`src/rtl/mmes_pkg.sv`:
```
// Package for the min/max envelope tracker: snapshot record types, word
// layouts of both channels and the bank command struct. No dependencies.
package mmes_pkg;

  localparam logic [15:0] MAG_MASK = 16'h7fff;

  // one captured triple
  typedef struct packed {
    logic [15:0] ten;
    logic [15:0] ang;
    logic [15:0] tlt;
  } snap_t;

  // the four snapshot records of one channel
  typedef struct packed {
    snap_t hi_t;
    snap_t lo_t;
    snap_t hi_d;
    snap_t lo_d;
  } rec_set_t;

  typedef struct packed {
    logic [1:0]  channel;
    logic        restart;
    logic [15:0] tension;
    logic        tension_ok;
    logic [15:0] deflection;
    logic        deflection_ok;
    logic [15:0] tilt;
  } in_word_t;

  typedef struct packed {
    logic [15:0] hi_t_tension;
    logic [15:0] hi_t_deflection;
    logic [15:0] hi_t_tilt;
    logic [15:0] lo_t_tension;
    logic [15:0] lo_t_deflection;
    logic [15:0] lo_t_tilt;
    logic [15:0] hi_d_tension;
    logic [15:0] hi_d_deflection;
    logic [15:0] hi_d_tilt;
    logic [15:0] lo_d_tension;
    logic [15:0] lo_d_deflection;
    logic [15:0] lo_d_tilt;
  } out_word_t;

  // write/clear command to the record bank
  typedef struct packed {
    logic write;
    logic clear;
  } bank_cmd_t;

endpackage

```
`src/rtl/mmes_if.sv`:
```
// Valid/ready channel interfaces for sample words and envelope words.
// Depends on mmes_pkg for the word layouts.
interface mmes_in_if import mmes_pkg::*; ();
  logic     valid;
  logic     ready;
  in_word_t data;

  modport source (output valid, output data, input ready);
  modport sink (input valid, input data, output ready);
endinterface

interface mmes_out_if import mmes_pkg::*; ();
  logic      valid;
  logic      ready;
  out_word_t data;

  modport source (output valid, output data, input ready);
  modport sink (input valid, input data, output ready);
endinterface

```
`src/rtl/min_max_envelope_with_snapshot_top.sv`:
```
// Min/max envelope tracker with snapshot capture, top level.
// A word passes through the input register and then the output register.
// Throughput: one word per cycle while the envelope receiver keeps ready high; the
// record read-modify-write of one channel closes within the single update stage.
// Reset (synchronous, rst high): clears valids and all loaded flags.
// Depends on mmes_pkg, mmes_if, mmes_update and mmes_bank.
module min_max_envelope_with_snapshot_top import mmes_pkg::*; #(
  parameter int CHANNELS = 3
) (
  input logic         clk,
  input logic         rst,
  mmes_in_if.sink     samples,
  mmes_out_if.source  envelope
);

  localparam int IDX_W = (CHANNELS > 1) ? $clog2(CHANNELS) : 1;

  // input register stage
  logic     s1_valid;
  in_word_t s1_data;

  // output register
  logic      out_valid;
  out_word_t out_data;

  logic out_free;
  logic s1_adv;
  logic in_ready;

  logic [31:0]         ch_wide;
  logic                in_range;
  logic [IDX_W-1:0]    idx;
  logic                first;
  snap_t               sample;
  rec_set_t            cur;
  rec_set_t            nxt;
  bank_cmd_t           cmd;
  logic [CHANNELS-1:0] bank_loaded;

  // Output register frees when empty or being taken; the input register
  // moves on whenever the output register can take its result, so a word
  // can enter every cycle.
  assign out_free = !out_valid || envelope.ready;
  assign s1_adv   = s1_valid && out_free;
  assign in_ready = !s1_valid || out_free;
  assign samples.ready = in_ready;

  always_ff @(posedge clk) begin
    if (rst) begin
      s1_valid <= 1'b0;
    end else if (in_ready) begin
      s1_valid <= samples.valid;
    end
  end

  always_ff @(posedge clk) begin
    if (in_ready && samples.valid) begin
      s1_data <= samples.data;
    end
  end

  // channel decode: the index only needs enough bits for the bank depth
  assign ch_wide  = {30'd0, s1_data.channel};
  assign in_range = ch_wide < 32'(CHANNELS);
  assign idx      = ch_wide[IDX_W-1:0];

  // a restart in this word unloads every channel before the update
  assign first = s1_data.restart || !bank_loaded[idx];

  assign sample.ten = s1_data.tension;
  assign sample.ang = s1_data.deflection;
  assign sample.tlt = s1_data.tilt;

  assign cmd.write = s1_adv && in_range;
  assign cmd.clear = s1_adv && s1_data.restart;

  mmes_bank #(
    .CHANNELS (CHANNELS),
    .IDX_W    (IDX_W)
  ) u_bank (
    .clk     (clk),
    .rst     (rst),
    .cmd     (cmd),
    .idx     (idx),
    .wr_data (nxt),
    .rd_data (cur),
    .loaded  (bank_loaded)
  );

  mmes_update u_update (
    .first  (first),
    .sample (sample),
    .t_ok   (s1_data.tension_ok),
    .d_ok   (s1_data.deflection_ok),
    .cur    (cur),
    .nxt    (nxt)
  );

  // result register; an unknown channel returns an all-zero word
  always_ff @(posedge clk) begin
    if (rst) begin
      out_valid <= 1'b0;
    end else if (out_free) begin
      out_valid <= s1_valid;
    end
  end

  always_ff @(posedge clk) begin
    if (s1_adv) begin
      if (in_range) begin
        out_data.hi_t_tension    <= nxt.hi_t.ten;
        out_data.hi_t_deflection <= nxt.hi_t.ang;
        out_data.hi_t_tilt       <= nxt.hi_t.tlt;
        out_data.lo_t_tension    <= nxt.lo_t.ten;
        out_data.lo_t_deflection <= nxt.lo_t.ang;
        out_data.lo_t_tilt       <= nxt.lo_t.tlt;
        out_data.hi_d_tension    <= nxt.hi_d.ten;
        out_data.hi_d_deflection <= nxt.hi_d.ang;
        out_data.hi_d_tilt       <= nxt.hi_d.tlt;
        out_data.lo_d_tension    <= nxt.lo_d.ten;
        out_data.lo_d_deflection <= nxt.lo_d.ang;
        out_data.lo_d_tilt       <= nxt.lo_d.tlt;
      end else begin
        out_data <= '0;
      end
    end
  end

  assign envelope.valid = out_valid;
  assign envelope.data  = out_data;

  // a word leaving the input stage always lands in the output register
  a_adv_to_out: assert property (@(posedge clk) disable iff (rst)
    s1_adv |=> envelope.valid)
    else $error("processed word did not reach the output register");

  // an in-range update leaves at least one channel marked loaded
  a_loaded_set: assert property (@(posedge clk) disable iff (rst)
    s1_adv && in_range |=> bank_loaded != '0)
    else $error("channel not marked loaded after update");

  // restart with an unknown channel leaves every channel unloaded
  a_restart_clr: assert property (@(posedge clk) disable iff (rst)
    s1_adv && s1_data.restart && !in_range |=> bank_loaded == '0)
    else $error("restart did not clear loaded flags");

  // unknown channel gives an all-zero word
  a_zero_word: assert property (@(posedge clk) disable iff (rst)
    s1_adv && !in_range |=> envelope.data == '0)
    else $error("non-zero word for unknown channel");

endmodule

```
`src/rtl/mmes_update.sv`:
```
// Next-record logic for one channel: first-sample load, then max/min compare.
// Depends on mmes_pkg.
module mmes_update import mmes_pkg::*; (
  input  logic     first,
  input  snap_t    sample,
  input  logic     t_ok,
  input  logic     d_ok,
  input  rec_set_t cur,
  output rec_set_t nxt
);

  rec_set_t base;
  logic [15:0] mag;

  always_comb begin
    base = cur;
    if (first) begin
      base.hi_t = t_ok ? sample : '0;
      base.lo_t = t_ok ? sample : '0;
      base.hi_d = d_ok ? sample : '0;
      base.lo_d = d_ok ? sample : '0;
    end
  end

  assign mag = sample.ang & MAG_MASK;

  always_comb begin
    nxt = base;
    if (t_ok) begin
      priority if (sample.ten > base.hi_t.ten) begin
        nxt.hi_t = sample;
      end else if (sample.ten < base.lo_t.ten) begin
        nxt.lo_t = sample;
      end else begin
        // within the bounds, ties included: records unchanged
        nxt.lo_t = base.lo_t;
      end
    end
    if (d_ok) begin
      priority if (mag > (base.hi_d.ang & MAG_MASK)) begin
        nxt.hi_d = sample;
      end else if (mag < (base.lo_d.ang & MAG_MASK)) begin
        nxt.lo_d = sample;
      end else begin
        nxt.lo_d = base.lo_d;
      end
    end
  end

endmodule

```
`src/rtl/mmes_bank.sv`:
```
// Per-channel record store and loaded flags.
// Depends on mmes_pkg.
module mmes_bank import mmes_pkg::*; #(
  parameter int CHANNELS = 3,
  parameter int IDX_W    = 2
) (
  input  logic                clk,
  input  logic                rst,
  input  bank_cmd_t           cmd,
  input  logic [IDX_W-1:0]    idx,
  input  rec_set_t            wr_data,
  output rec_set_t            rd_data,
  output logic [CHANNELS-1:0] loaded
);

  rec_set_t recs [CHANNELS];
  logic [CHANNELS-1:0] loaded_next;

  assign rd_data = recs[idx];

  // records are always written before use, so no reset
  always_ff @(posedge clk) begin
    if (cmd.write) begin
      recs[idx] <= wr_data;
    end
  end

  // clear first, then mark the written channel
  always_comb begin
    loaded_next = loaded;
    if (cmd.clear) begin
      loaded_next = '0;
    end
    if (cmd.write) begin
      loaded_next[idx] = 1'b1;
    end
  end

  always_ff @(posedge clk) begin
    if (rst) begin
      loaded <= '0;
    end else begin
      loaded <= loaded_next;
    end
  end

endmodule

```
`src/flat_wrapper.sv`:
```
// flat-port wrapper written by rule: the top's interface ports become plain ports
module min_max_envelope_with_snapshot_top_flat import mmes_pkg::*;
#(
  parameter int CHANNELS = 3
)
  (clk, rst, samples_valid, samples_data, samples_ready, envelope_valid, envelope_data, envelope_ready);
  mmes_in_if samples_i ();
  mmes_out_if envelope_i ();
  input logic clk;
  input logic rst;
  input wire logic [$bits(samples_i.valid)-1:0] samples_valid;
  input wire logic [$bits(samples_i.data)-1:0] samples_data;
  output wire logic [$bits(samples_i.ready)-1:0] samples_ready;
  output wire logic [$bits(envelope_i.valid)-1:0] envelope_valid;
  output wire logic [$bits(envelope_i.data)-1:0] envelope_data;
  input wire logic [$bits(envelope_i.ready)-1:0] envelope_ready;
  assign samples_i.valid = samples_valid;
  assign samples_i.data = samples_data;
  assign samples_ready = samples_i.ready;
  assign envelope_valid = envelope_i.valid;
  assign envelope_data = envelope_i.data;
  assign envelope_i.ready = envelope_ready;
  min_max_envelope_with_snapshot_top #(.CHANNELS(CHANNELS)) u_core (.clk(clk), .rst(rst), .samples(samples_i), .envelope(envelope_i));
endmodule
```
`config.mk`:
```
export PLATFORM = sky130hd
export DESIGN_NAME = min_max_envelope_with_snapshot_top_flat
export DESIGN_NICKNAME = d
export VERILOG_FILES = /design/src/rtl/mmes_pkg.sv /design/src/rtl/mmes_if.sv /design/src/rtl/min_max_envelope_with_snapshot_top.sv /design/src/rtl/mmes_update.sv /design/src/rtl/mmes_bank.sv /design/src/flat_wrapper.sv
export SDC_FILE = /design/constraint.sdc
export NUM_CORES = 1
export LEC_CHECK = 0
export BUFFER_PORTS_ARGS = -buffer_cell sky130_fd_sc_hd__buf_2
export CAP_MARGIN = 20
export CORE_ASPECT_RATIO = 1.5
export CORE_MARGIN = 1
export CORE_UTILIZATION = 45
export DETAILED_ROUTE_END_ITERATION = 7
export MAX_ROUTING_LAYER = met4
export PLACE_DENSITY = 0.68
export SLEW_MARGIN = 20
export SYNTH_ARGS = -nofsm -noshare
export SYNTH_HDL_FRONTEND = slang
export SYNTH_SLANG_ARGS = --single-unit
```
`constraint.sdc`:
```
create_clock -name clk -period 48.6 [get_ports clk]
set_input_delay 14.58 -clock clk [delete_from_list [all_inputs] [get_ports clk]]
set_output_delay 14.58 -clock clk [all_outputs]
set_load 0.005 [all_outputs]
```
==> results.txt <==
The run finished with clean final reports. TritonCTS built the clock tree. The area share of the largest cell type after synthesis is between 70% and 80%.

The post-CTS setup buffer count came out at 0. The routed layout has 21500 vias. The half-perimeter wire length of the detailed placement result came out at about 50000 µm. In the synthesized netlist, the number of instances is 2367. The number of max-slew violations in the final report came out at 0. The total CTS buffers came out at 80. The static leakage power came out at 0.0141 µW. The number of nets in the layout is 2697. The routed wire length on met2 is 44800 µm. The cell taking the most area after synthesis is edfxtp_1. In this run the count of I/O pins placed on the die edge is about 250. The cell area power density is 40.0 nW/µm². Ranked by instance count, the synthesized netlist is headed by 821 x edfxtp_1, 195 x mux2i_1, 183 x a21oi_1.

The number of rows created at floorplan came out at roughly 120. The clock slew seen by the registers of the worst setup and hold paths is 0.06 ns. For this design, the sink count on the clock tree is 828. The DRC violation count after routing came out at 0. Timing would allow up to 0.0337 GHz. The share of async-settable or async-resettable flops after synthesis came out at 0%. The register bit total from synthesis is 828.

Data on the critical path is required at its endpoint by 34.02 ns. The met1 wire length came out at 34300 µm. The area inside the core boundary came out at 76300 µm². The count of cells resized by post-cts repair came out at 0. The number of global-route vias before repair is approximately 21000. The hold violation total from the final report is 0.

The data arrival time of the worst path came out at 15.13 ns. For the pin with the worst max-slew slack, the measured transition is 1.20 ns. The final setup TNS came out at 0 ns.

The total nets after synthesis is approximately 2500. The total inserted antenna cells is 0. The routed design has 87700 µm of wire.

The number of distinct library cells after synthesis is 51. The largest buffer count on any clock path is 3. Clock tree synthesis selected as its root buffer the cell clkbuf_16.

In this run the tightest slew margin relative to its limit is 20.1%. The post-synthesis to final-layout area growth came out at 13.7%. The clock latency on the worst-skew pair came out at 0.63 ns. Max-cap violations in this run came to 0.

The number of enable flip-flop cells after synthesis came out at 821. The overall global routing resource usage came out at a little under a quarter. The number of nets with antenna violations after detailed routing came out at 0. The initial antenna violation count was 0. The class of the most critical hold timing path is flip-flop to flip-flop.

The synthesized netlist occupies a cell area of between 30000 and 40000 µm². Cells with a size suffix above 1 make up between 10% and 20% of the layout. The average cell area after synthesis is 14.7 µm². The H-tree was split into 3 levels.

By area the synthesized netlist is led by edfxtp_1 71%, mux2i_1 5.6%, o2bb2ai_1 3.2%. The final worst clock skew came out at 0.0194 ns. The number of vias per cell came out at about 5.9. For this configuration, the core starts out at a cell density of 45.6%.

The most common cell in the synthesized netlist is edfxtp_1. The overall die area came out at 78500 µm². The number of search-and-repair iterations in the first detailed-routing pass came out at 5. The time the worst path needs with I/O delays and setup is 29.71 ns.

The average detailed-routed wire length per instance came out at 24.1 µm. STA classifies the critical path endpoint as a primary output. The largest voltage drop on the vdd net is 0.0255 mV.

The final count of negative-setup-slack endpoints came out at 0. The critical path is of the input pin to primary output type. Routability-driven placement finished with a final weighted congestion of between 0.8 and 0.9. After detailed routing, no signal wire sits above met4. The number of buffers inserted by port buffering is 250. The remaining global-route overflow came out at 0.

At the end of the flow the core is filled with cells to 51.8%. Fill cells in the final layout number 6316. Setup repair after global routing left no endpoint under its margin. The DRC violation total after the first TritonRoute iteration is 1817. The number of hold-repair buffers added at the cts stage is 0. The proportion of synthesized chip area in sequential cells came out at a little under three quarters. The die height is between 300 and 400 µm. The first global-routing pass estimated 129000 µm of wire. The worst setup path is launched from an input pin. The maximum number of pins on one net before global-route repair came out at 215. From left edge to right edge, the die measures 229 µm. The top fanout value on the critical path came out at 4. In the detailed route, the total length drawn on met3 is ~5600 µm. The number of warning messages in the yosys log came out at 0. The most frequently used flop master after synthesis is edfxtp_1. The final clock period utilization by the worst path came out at 61.1%.
flip-flops by register name (all words and copies together), names as in the netlist, named ones only:
name / flops
u_core.s1_data: 51
u_core.idx: 2
u_core.u_bank.loaded: 3
u_core.u_bank.recs: 576
u_core.s1_valid: 1
u_core.envelope.data: 192
u_core.envelope.valid: 1
cell type report:
class                      count  area, µm²  area share (%)
clock buffer                  91       2060            5.22
inverter                      67        259           0.655
tap                         1008       1260            3.19
multi-input combinational   1317       9190            23.2
sequential                   828      24800            62.7
clock inverter                48        428            1.08
timing repair buffer         286       1560            3.94
through the flow:
step / instances / hold WS, ns / instance area [µm²] / worst slack [ns] / total power, µW
after floorplan: 2367 / 0.456 / 34800 / 18.82 / 943
after detailed placement: 3506 / 0.490 / 37100 / 18.90 / 994
after global placement: 3506 / 0.468 / 37100 / 18.87 / 989
final: 3645 / 0.508 / 39600 / 18.89 / 1580
after CTS: 3645 / 0.505 / 39600 / 18.89 / 1590
after global routing: 3645 / 0.526 / 39600 / 18.82 / 1630
final timing paths:
check             cells past startpoint                                from  slack [ns]                                 endpoint
setup / recovery                      4                      envelope_ready       18.89                            samples_ready
hold reg to reg                       2  u_core.u_bank.loaded[0]$_SDFF_PP0_        0.51       u_core.u_bank.loaded[0]$_SDFF_PP0_
hold / removal                        2  u_core.u_bank.loaded[0]$_SDFF_PP0_        0.51       u_core.u_bank.loaded[0]$_SDFF_PP0_
setup reg to reg                     14             u_core.idx[1]$_DFFE_PP_       42.66  u_core.envelope.data[121]$_SDFFCE_PP0P_
layout by cell type (no fill, tap or decap), types with 7 or more instances in the layout:
master and count:
and2_1 32, nor2_1 160, edfxtp_1 821, bufinv_16 7
inv_1 65, o2bb2ai_1 127, a21oi_1 180, ha_1 60
nor3_1 31, a22o_1 59, o21ai_0 65, nor4_1 17
clkbuf_16 81, clkinv_1 20, clkinv_2 10, a21o_1 9
a211oi_1 18, o22ai_1 136, clkbuf_1 10, mux2_2 33
nand2_1 121, nand4_1 11, mux2i_1 195, buf_4 33
buf_2 250
logic make-up (layout without fill, tap and decap cells):
| group | Yosys count | in the layout | share of synthesized area (%) |
|---|---|---|---|
| flops | 828 | 828 | 71.3 |
| compound gates | 629 | 629 | 12.2 |
| simple gates | 400 | 400 | 5.05 |
| mux | 228 | 228 | 6.68 |
| buf+inv | 222 | 492 | 2.66 |
| fa+ha+maj | 60 | 60 | 2.16 |
report_power, final:
part	internal [µW]	switching, µW	total, µW
clock	342	262	603
sequential	819	17.3	836
combinational	49.6	93.9	143
total	1210	373	1580
worst max-delay path, cell delays in order:
cell and delay [ns]:
buf_2 0.10, nor2b_1 0.20, nand2_1 0.11, buf_2 0.14
layer usage:
layer | track usage (%) | vias to the layer above
li1 | - | 9667
met1 | 27.1 | 10700
met2 | 38.2 | 878
met3 | 3.53 | 176
met4 | 9.03 | 0
met5 | - | -
Power figures use the tool's default switching activity.
